### src/assert_macros.svh
// Assertion macros shared by the RTL of the tag-frame parser.
// Depends on nothing; the checks compile away when SYNTHESIS is defined.
`ifndef ASSERT_MACROS_SVH
`define ASSERT_MACROS_SVH
`ifndef SYNTHESIS
// Same-cycle implication, disabled while reset is asserted.
`define ASSERT_IMPLIES(label, clk, rst_n, ante, cons) \
    label: assert property (@(posedge clk) disable iff (!rst_n) (ante) |-> (cons)) \
        else $error("rfp assertion failed");
// Next-cycle implication, disabled while reset is asserted.
`define ASSERT_NEXT(label, clk, rst_n, ante, cons) \
    label: assert property (@(posedge clk) disable iff (!rst_n) (ante) |=> (cons)) \
        else $error("rfp assertion failed");
`else
`define ASSERT_IMPLIES(label, clk, rst_n, ante, cons)
`define ASSERT_NEXT(label, clk, rst_n, ante, cons)
`endif
`endif

### src/rfp_pkg.sv
// Types, character codes and the character decoder of the tag-frame parser.
// Depends on nothing; used by every module of the block.
`default_nettype none

package rfp_pkg;

    localparam logic [7:0] CH_STX  = 8'h02;
    localparam logic [7:0] CH_ETX  = 8'h03;
    localparam logic [7:0] CH_LF   = 8'h0A;
    localparam logic [7:0] CH_CR   = 8'h0D;
    localparam logic [7:0] CH_ZERO = 8'h30;
    localparam logic [7:0] CH_NINE = 8'h39;
    localparam logic [7:0] CH_A    = 8'h41;
    localparam logic [7:0] CH_F    = 8'h46;
    localparam logic [7:0] HEX_A_VALUE = 8'd10;

    localparam int ID_WIDTH = 40;

    typedef enum logic [1:0] {
        FRAME_GOOD    = 2'd0,
        FRAME_BAD_SUM = 2'd1,
        FRAME_ABORT   = 2'd2
    } frame_status_t;

    typedef struct packed {
        logic                in_frame;
        logic [3:0]          char_count;
        logic [3:0]          held_high;
        logic [7:0]          running_xor;
        logic [ID_WIDTH-1:0] id_acc;
    } frame_state_t;

    typedef struct packed {
        frame_status_t       status;
        logic [ID_WIDTH-1:0] tag_id;
        logic [7:0]          checksum;
    } frame_result_t;

    // Hex digits in upper case become their value; any other byte passes unchanged.
    function automatic logic [7:0] char_value(input logic [7:0] c);
        logic [7:0] v;
        if (c >= CH_ZERO && c <= CH_NINE)
        begin
            v = c - CH_ZERO;
        end
        else if (c >= CH_A && c <= CH_F)
        begin
            v = c - CH_A + HEX_A_VALUE;
        end
        else
        begin
            v = c;
        end
        return v;
    endfunction

endpackage

`default_nettype wire

### src/rfid_ascii_frame_parser_core.sv
// Tag-frame parser for ASCII-hex reader output with XOR checksum (top level).
// Uses rfp_pkg, rfp_frame_step, rfp_result_reg and assert_macros.svh.
//
// Input channel: one received serial byte per beat on rx_byte (in_valid/in_ready).
// Output channel: one result per finished or aborted frame (out_valid/out_ready),
// carrying frame_status, tag_id and received_checksum.
// Bytes outside a frame are dropped until STX opens one; a control byte inside a
// frame aborts it and yields an abort result with zero id and checksum.
// A byte accepted on the input is registered in the input register, decoded
// against the frame state, and its result, if any, is then registered in the
// result register that drives the output channel.
// Throughput is one byte per cycle while no result waits on a full result register,
// set by the single decode stage between the input register and the result register.
// When the receiver stalls, the result register holds its beat; bytes that give
// no result keep flowing, and a byte that would give a result waits in the input
// register, dropping in_ready, until the result register frees up.
// Reset returns the parser to idle with both registers empty.
`default_nettype none

`include "assert_macros.svh"

module rfid_ascii_frame_parser_core #(
    parameter int DATA_BYTES = 5
) (
    input  wire logic        clk,
    input  wire logic        rst_n,
    input  wire logic        in_valid,
    output logic             in_ready,
    input  wire logic [7:0]  rx_byte,
    output logic             out_valid,
    input  wire logic        out_ready,
    output logic [1:0]       frame_status,
    output logic [39:0]      tag_id,
    output logic [7:0]       received_checksum
);

    localparam logic [3:0] LastCount = 4'(2 * DATA_BYTES + 1);

    logic                   rx_valid_reg;
    logic                   rx_valid_next;
    logic [7:0]             rx_byte_reg;
    rfp_pkg::frame_state_t  state_reg;
    rfp_pkg::frame_state_t  state_next;
    rfp_pkg::frame_result_t step_result;
    rfp_pkg::frame_result_t out_result;
    logic                   step_emit;
    logic                   step_advance;
    logic                   step_fire;
    logic                   out_free;

    rfp_frame_step #(
        .DATA_BYTES (DATA_BYTES)
    ) u_step (
        .rx_byte    (rx_byte_reg),
        .state      (state_reg),
        .state_next (state_next),
        .emit       (step_emit),
        .result     (step_result)
    );

    // The registered byte moves on unless it makes a result and the result register is full and not being taken.
    assign step_advance  = !step_emit || out_free;
    assign step_fire     = rx_valid_reg && step_advance;
    assign in_ready      = !rx_valid_reg || step_advance;
    assign rx_valid_next = (in_valid && in_ready) || (rx_valid_reg && !step_advance);

    always_ff @(posedge clk or negedge rst_n)
    begin
        if (!rst_n)
        begin
            rx_valid_reg <= 1'b0;
            state_reg    <= '0;
        end
        else
        begin
            rx_valid_reg <= rx_valid_next;
            if (step_fire)
            begin
                state_reg <= state_next;
            end
        end
    end

    always_ff @(posedge clk)
    begin
        if (in_valid && in_ready)
        begin
            rx_byte_reg <= rx_byte;
        end
    end

    rfp_result_reg u_result (
        .clk       (clk),
        .rst_n     (rst_n),
        .load      (step_fire && step_emit),
        .data      (step_result),
        .out_ready (out_ready),
        .out_valid (out_valid),
        .free      (out_free),
        .held      (out_result)
    );

    assign frame_status      = out_result.status;
    assign tag_id            = out_result.tag_id;
    assign received_checksum = out_result.checksum;

    `ASSERT_IMPLIES(a_abort_zero, clk, rst_n, out_valid && frame_status == rfp_pkg::FRAME_ABORT, tag_id == '0 && received_checksum == '0)
    `ASSERT_IMPLIES(a_idle_count, clk, rst_n, !state_reg.in_frame, state_reg.char_count == '0)
    `ASSERT_IMPLIES(a_count_range, clk, rst_n, state_reg.in_frame, state_reg.char_count <= LastCount)
    `ASSERT_IMPLIES(a_stall_cause, clk, rst_n, !in_ready, rx_valid_reg && step_emit && out_valid && !out_ready)
    `ASSERT_NEXT(a_beat_held, clk, rst_n, in_valid && in_ready, rx_valid_reg)

endmodule

`default_nettype wire

### src/rfp_frame_step.sv
// Combinational frame step: next parser state and result for one received byte.
// Depends on rfp_pkg.
`default_nettype none

module rfp_frame_step #(
    parameter int DATA_BYTES = 5
) (
    input  wire logic [7:0]           rx_byte,
    input  wire rfp_pkg::frame_state_t state,
    output rfp_pkg::frame_state_t     state_next,
    output logic                      emit,
    output rfp_pkg::frame_result_t    result
);

    localparam logic [3:0] DataBytes = 4'(DATA_BYTES);

    logic       is_control;
    logic [7:0] value;
    logic [7:0] pair;
    logic [3:0] pair_index;

    assign is_control = (rx_byte == rfp_pkg::CH_STX) || (rx_byte == rfp_pkg::CH_ETX)
                     || (rx_byte == rfp_pkg::CH_CR)  || (rx_byte == rfp_pkg::CH_LF);
    assign value      = rfp_pkg::char_value(rx_byte);
    // Only the low nibble of the held character survives the shift into the pair.
    assign pair       = value | {state.held_high, 4'h0};
    assign pair_index = {1'b0, state.char_count[3:1]};

    always_comb
    begin
        state_next      = state;
        emit            = 1'b0;
        result.status   = rfp_pkg::FRAME_GOOD;
        result.tag_id   = '0;
        result.checksum = '0;
        if (!state.in_frame)
        begin
            if (rx_byte == rfp_pkg::CH_STX)
            begin
                state_next.in_frame    = 1'b1;
                state_next.char_count  = '0;
                state_next.held_high   = '0;
                state_next.running_xor = '0;
                state_next.id_acc      = '0;
            end
        end
        else if (is_control)
        begin
            state_next.in_frame   = 1'b0;
            state_next.char_count = '0;
            emit                  = 1'b1;
            result.status         = rfp_pkg::FRAME_ABORT;
        end
        else if (!state.char_count[0])
        begin
            state_next.held_high  = value[3:0];
            state_next.char_count = state.char_count + 4'd1;
        end
        else if (pair_index < DataBytes)
        begin
            state_next.running_xor = state.running_xor ^ pair;
            state_next.id_acc      = {state.id_acc[rfp_pkg::ID_WIDTH-9:0], pair};
            state_next.char_count  = state.char_count + 4'd1;
        end
        else
        begin
            state_next.in_frame   = 1'b0;
            state_next.char_count = '0;
            emit                  = 1'b1;
            result.status         = (pair == state.running_xor) ? rfp_pkg::FRAME_GOOD
                                                                : rfp_pkg::FRAME_BAD_SUM;
            result.tag_id         = state.id_acc;
            result.checksum       = pair;
        end
    end

endmodule

`default_nettype wire

### src/rfp_result_reg.sv
// Output register of the tag-frame parser: holds one result beat until taken.
// Depends on rfp_pkg.
`default_nettype none

module rfp_result_reg (
    input  wire logic                   clk,
    input  wire logic                   rst_n,
    input  wire logic                   load,
    input  wire rfp_pkg::frame_result_t data,
    input  wire logic                   out_ready,
    output logic                        out_valid,
    output logic                        free,
    output rfp_pkg::frame_result_t      held
);

    logic                   valid_reg;
    logic                   valid_next;
    rfp_pkg::frame_result_t data_reg;

    assign free       = !valid_reg || out_ready;
    assign valid_next = load || (valid_reg && !out_ready);

    always_ff @(posedge clk or negedge rst_n)
    begin
        if (!rst_n)
        begin
            valid_reg <= 1'b0;
        end
        else
        begin
            valid_reg <= valid_next;
        end
    end

    always_ff @(posedge clk)
    begin
        if (load)
        begin
            data_reg <= data;
        end
    end

    assign out_valid = valid_reg;
    assign held      = data_reg;

endmodule

`default_nettype wire

### config.mk
export PLATFORM = sky130hd
export DESIGN_NAME = rfid_ascii_frame_parser_core
export DESIGN_NICKNAME = d
export VERILOG_FILES = /design/src/rfp_pkg.sv /design/src/rfid_ascii_frame_parser_core.sv /design/src/rfp_frame_step.sv /design/src/rfp_result_reg.sv
export VERILOG_INCLUDE_DIRS = /design/src /design/src/src
export SDC_FILE = /design/constraint.sdc
export NUM_CORES = 1
export LEC_CHECK = 0
export ABC_AREA = 1
export BUFFER_PORTS_ARGS = -buffer_cell sky130_fd_sc_hd__clkbuf_2
export CAP_MARGIN = 10
export CORE_MARGIN = 2
export CORE_UTILIZATION = 55
export CTS_BUF_LIST = sky130_fd_sc_hd__clkbuf_8
export CTS_CLUSTER_DIAMETER = 30
export DETAILED_ROUTE_END_ITERATION = 12
export PLACE_DENSITY = 0.78
export SLEW_MARGIN = 0
export SYNTH_ARGS = -nofsm -noshare
export SYNTH_HDL_FRONTEND = slang
export SYNTH_SLANG_ARGS = --single-unit
### constraint.sdc
create_clock -name clk -period 4.5 [get_ports clk]
set_input_delay 0.45 -clock clk [delete_from_list [all_inputs] [get_ports clk]]
set_output_delay 0.45 -clock clk [all_outputs]
set_load 0.05 [all_outputs]
==> impl_results.html <==
<table>
<tr><th>Metric</th><th>Value</th></tr>
<tr><th colspan="2">Status</th></tr>
<tr><td>Run status</td><td>completed</td></tr>
<tr><th colspan="2">Setup path</th></tr>
<tr><td>R2R Path Start</td><td>rx_byte_reg[0]$_DFFE_PP_</td></tr>
<tr><td>WS Path Type</td><td>reg2reg</td></tr>
<tr><td>Data arrival time at the worst-slack endpoint</td><td>3.18 ns</td></tr>
<tr><td>Flop-to-flop setup slack</td><td>1.62 ns</td></tr>
<tr><td>Crit path required time</td><td>4.80 ns</td></tr>
<tr><td>Critical Path End Type</td><td>flip-flop</td></tr>
<tr><td>Reg2reg end</td><td>state_reg[2]$_DFFE_PN0P_</td></tr>
<tr><td>Worst R2R Path Depth</td><td>13</td></tr>
<tr><td>Highest net fanout along the worst path</td><td>57</td></tr>
<tr><td>Kind of start point of the critical path</td><td>flip-flop</td></tr>
<tr><th colspan="2">Cells and area</th></tr>
<tr><td>Area growth, synth to finish</td><td>13.9%</td></tr>
<tr><td>Final core utilization</td><td>0.646</td></tr>
<tr><td>Area taken by flip-flops and latches</td><td>3220 um2</td></tr>
<tr><td>Fraction of layout instances using a drive strength above 1</td><td>0.253</td></tr>
<tr><td>Number of flip-flops under the largest register name</td><td>57</td></tr>
<tr><td>Area of the multi-input gates</td><td>1590 um2</td></tr>
<tr><td>Final cell area excluding filler cells</td><td>5990 um2</td></tr>
<tr><td>Number of nets in the layout</td><td>583</td></tr>
<tr><td>Final non-filler cell total</td><td>705</td></tr>
<tr><td>Layout filler cell count</td><td>770</td></tr>
<tr><td>Inserted Diodes</td><td>0</td></tr>
<tr><th colspan="2">Synth</th></tr>
<tr><td>Ranking of synthesized cells by area</td><td>sky130_fd_sc_hd__edfxtp_1 (33%), sky130_fd_sc_hd__dfrtp_1 (28%), sky130_fd_sc_hd__o22ai_2 (7.1%), sky130_fd_sc_hd__nand2_1 (5.8%), sky130_fd_sc_hd__inv_1 (5.6%)</td></tr>
<tr><td>Async set or reset register ratio after synthesis</td><td>0.504</td></tr>
<tr><td>Gate count after technology mapping</td><td>495</td></tr>
<tr><td>Synthesized area</td><td>5260 um2</td></tr>
<tr><td>Cell type with the highest aggregate area in the netlist</td><td>sky130_fd_sc_hd__edfxtp_1</td></tr>
<tr><td>Mean cell area of the mapped netlist</td><td>10.6 um2</td></tr>
<tr><td>Flops &amp; latches, synth</td><td>117</td></tr>
<tr><td>Synth top cells by count</td><td>sky130_fd_sc_hd__nand2_1 (82), sky130_fd_sc_hd__inv_1 (78), sky130_fd_sc_hd__nor2_1 (72)</td></tr>
<tr><td>Sequential share of the synthesized area</td><td>0.611</td></tr>
<tr><td>Count of different cell masters after synthesis</td><td>33</td></tr>
<tr><td>Most used flip-flop cell after synthesis</td><td>sky130_fd_sc_hd__dfrtp_1</td></tr>
<tr><td>Number of nets produced by synthesis</td><td>515</td></tr>
<tr><td>Number of enable-type register cells in the synthesized netlist</td><td>58</td></tr>
<tr><td>Synth warnings</td><td>0</td></tr>
<tr><td>Dominant cell by count in the synthesized netlist</td><td>sky130_fd_sc_hd__nand2_1</td></tr>
<tr><td>Synth top area share</td><td>0.331</td></tr>
<tr><th colspan="2">Pwr</th></tr>
<tr><td>Pwr dens</td><td>501 nW/um2</td></tr>
<tr><td>Clock power share</td><td>0.291</td></tr>
<tr><td>Proportion of power drawn by flip-flops and latches</td><td>0.480</td></tr>
<tr><td>Part of the total power dissipated in combinational logic</td><td>0.230</td></tr>
<tr><td>Tot Pwr</td><td>0.00300 W</td></tr>
<tr><td>Leakage component of the power</td><td>2.87 nW</td></tr>
<tr><td>Switching power as a share of total power</td><td>0.312</td></tr>
<tr><td>Total net switching power</td><td>0.000937 W</td></tr>
<tr><td>Maximum vdd drop</td><td>0.266 mV</td></tr>
<tr><td>Internal power</td><td>0.00206 W</td></tr>
<tr><th colspan="2">Place</th></tr>
<tr><td>Count of buffers from port buffering</td><td>63</td></tr>
<tr><td>Placement-stage cell area</td><td>5620 um2</td></tr>
<tr><td>Half-perimeter wire length of the detailed placement result</td><td>6790 um</td></tr>
<tr><td>Gpl congestion</td><td>0.902</td></tr>
<tr><td>Total placed cells including tap cells</td><td>672</td></tr>
<tr><th colspan="2">Global route</th></tr>
<tr><td>Combined global-route utilization of all metal layers</td><td>0.206</td></tr>
<tr><td>Largest net degree at the start of global routing</td><td>58</td></tr>
<tr><td>Wire length of the first global-routing pass</td><td>16500 um</td></tr>
<tr><td>Vias in the first global route</td><td>3450</td></tr>
<tr><td>Total congestion overflow</td><td>0</td></tr>
<tr><td>Number of antenna violations at the first check in global routing</td><td>0</td></tr>
<tr><th colspan="2">Worst hold path</th></tr>
<tr><td>Number of cells on the worst hold path</td><td>1</td></tr>
<tr><td>Start point of the worst min-delay path</td><td>rx_byte[1]</td></tr>
<tr><td>HP Class</td><td>in2reg</td></tr>
<tr><td>Terminating pin of the worst hold path</td><td>rx_byte_reg[1]$_DFFE_PP_</td></tr>
<tr><th colspan="2">Clocking</th></tr>
<tr><td>Clock Tree Root</td><td>sky130_fd_sc_hd__clkbuf_8</td></tr>
<tr><td>Clock slew seen by the registers of the worst setup and hold paths</td><td>0.07 ns</td></tr>
<tr><td>Maximum level of the CTS H-tree</td><td>4</td></tr>
<tr><td>PostCTS Resize Cnt</td><td>0</td></tr>
<tr><td>Number of buffers created by CTS</td><td>17</td></tr>
<tr><td>Clock Latency Late Sink</td><td>0.42 ns</td></tr>
<tr><td>Number of clock sinks</td><td>117</td></tr>
<tr><td>CTS tree</td><td>done</td></tr>
<tr><td>Maximum buffer depth of the clock tree</td><td>2</td></tr>
<tr><th colspan="2">Timing</th></tr>
<tr><td>Final-report hold violation count</td><td>0</td></tr>
<tr><td>Tmin final</td><td>2.88 ns</td></tr>
<tr><td>Number of pins exceeding their max-slew limit in the final report</td><td>0</td></tr>
<tr><td>Worst relative slew slack</td><td>0.204</td></tr>
<tr><td>Post-route fraction of the period consumed by the critical path</td><td>0.639</td></tr>
<tr><td>Max frequency</td><td>348 MHz</td></tr>
<tr><td>Setup repair after global routing missed its margin</td><td>no</td></tr>
<tr><td>Worst Tran Pin Value</td><td>1.19 ns</td></tr>
<tr><td>Endpoints failing setup</td><td>0</td></tr>
<tr><td>Maximum clock skew at final layout</td><td>0.00987 ns</td></tr>
<tr><td>Post-Route Setup TNS</td><td>0 ns</td></tr>
<tr><th colspan="2">Floorplan</th></tr>
<tr><td>Number of placed I/O pins</td><td>64</td></tr>
<tr><td>Die Span X</td><td>102 um</td></tr>
<tr><td>Die outline area</td><td>10400 um2</td></tr>
<tr><td>Placement row count</td><td>35</td></tr>
<tr><td>Die Y</td><td>102 um</td></tr>
<tr><td>Effective utilization at floorplan</td><td>0.567</td></tr>
<tr><td>Placeable Area</td><td>9280 um2</td></tr>
<tr><th colspan="2">Route</th></tr>
<tr><td>Count of vias placed by the detailed router</td><td>3608</td></tr>
<tr><td>Initial DRT Pass Iterations</td><td>5</td></tr>
<tr><td>Number of DRC violations after detailed routing</td><td>0</td></tr>
<tr><td>WL final</td><td>9990 um</td></tr>
<tr><td>Number of violations reported at the end of detailed-routing iteration 0</td><td>228</td></tr>
<tr><td>Post-DRT Antenna Nets</td><td>0</td></tr>
<tr><td>Routed wire length per instance</td><td>14.2 um</td></tr>
<tr><td>Vias per inst</td><td>5.12</td></tr>
<tr><th colspan="2">Job</th></tr>
<tr><td>Count of maximum capacitance violations</td><td>0</td></tr>
</table>
layout make-up:
type	instances	area share
Inverter	84	0.0530
Clock inverter	15	0.0215
Clock buffer	17	0.0390
Multi-Input combinational cell	277	0.266
Tap cell	129	0.0269
Timing Repair Buffer	66	0.0568
Sequential cell	117	0.537
power groups by stage:
| stage | clock network, W | logic [W] | registers, W |
|---|---|---|---|
| 6_report | 0.000873 | 0.000689 | 0.00144 |
| 5_1_grt | 0.000925 | 0.000772 | 0.00146 |
| 4_1_cts | 0.000885 | 0.000689 | 0.00144 |
| 3_5_place_dp | 0 | 0.000679 | 0.00146 |
| 3_3_place_gp | 0 | 0.000650 | 0.00145 |
| 2_1_floorplan | 0 | 0.000565 | 0.00143 |
cell usage in the layout (no fill, tap or decap), drive strengths merged:
| cell | instances |
|---|---|
| inv | 88 |
| nand2 | 87 |
| clkbuf | 80 |
| nor2 | 75 |
| dfrtp | 59 |
| edfxtp | 58 |
| o22ai | 36 |
| nand3 | 25 |
| o21ai | 23 |
| clkinv | 9 |
| ha | 8 |
| a21oi | 7 |
| nand4 | 5 |
| o211ai | 2 |
| or2 | 2 |
| xor2 | 2 |
| xnor2 | 2 |
| buf | 2 |
| nor3 | 2 |
| a31oi | 1 |
| clkinvlp | 1 |
| bufinv | 1 |
| dlygate4sd3 | 1 |
worst max path at each step:
stage	start	endpoint	slack, ns	cells after the start
global placement	rx_byte_reg[1]$_DFFE_PP_	u_result.held[27]$_SDFFCE_PP0P_	1.80	13
finish	rx_byte_reg[0]$_DFFE_PP_	state_reg[2]$_DFFE_PN0P_	1.62	13
detailed placement	rx_byte_reg[0]$_DFFE_PP_	state_reg[0]$_DFFE_PN0P_	1.68	12
floorplan	rx_byte_reg[0]$_DFFE_PP_	u_result.held[0]$_SDFFCE_PP0P_	1.69	11
global route	rx_byte_reg[1]$_DFFE_PP_	state_reg[39]$_DFFE_PN0P_	1.29	15
CTS	rx_byte_reg[0]$_DFFE_PP_	state_reg[2]$_DFFE_PN0P_	1.61	13
per-stage QoR:
step,setup slack (ns),hold WS (ns)
after floorplan,1.69,0.154
after global placement,1.80,0.439
after detailed placement,1.68,0.444
after CTS,1.61,0.188
after global routing,1.29,0.189
final,1.62,0.203
worst max-delay path, stage by stage (launching register included):
cell and delay (ns):
sky130_fd_sc_hd__edfxtp_1 0.46, sky130_fd_sc_hd__inv_1 0.14, sky130_fd_sc_hd__ha_1 0.27, sky130_fd_sc_hd__o211ai_1 0.21, sky130_fd_sc_hd__nand2_2 0.09, sky130_fd_sc_hd__nand2_4 0.09, sky130_fd_sc_hd__nand2_4 0.06, sky130_fd_sc_hd__nand3_4 0.07
sky130_fd_sc_hd__nand2_4 0.07, sky130_fd_sc_hd__inv_4 0.07, sky130_fd_sc_hd__nand2_4 0.05, sky130_fd_sc_hd__inv_2 0.84, sky130_fd_sc_hd__nand2_1 0.16, sky130_fd_sc_hd__o21ai_0 0.16
cells by family (layout without fill, tap and decap cells):
kind of cell | after synthesis | count (layout) | share of synthesized area
fa+ha+maj | 8 | 8 | 0.0190
flops | 117 | 117 | 0.611
simple gates | 196 | 196 | 0.164
xor+xnor | 4 | 4 | 0.00666
compound gates | 69 | 69 | 0.112
buf+inv | 101 | 182 | 0.0861
repair_timing:
action | CTS | global route
setup buffers | 0 | 0
hold buffers | 1 | 0
endpoints found under the setup margin | 0 | 0
endpoints found under the hold margin | 5 | 0
per-layer routing:
| layer | routed length [um] | global-route usage |
|---|---|---|
| met5 | 0 | 0 |
| met4 | 77 | 0.0718 |
| met3 | 496 | 0.0506 |
| met2 | 4960 | 0.326 |
| met1 | 4460 | 0.282 |
Power figures use the tool's default switching activity.
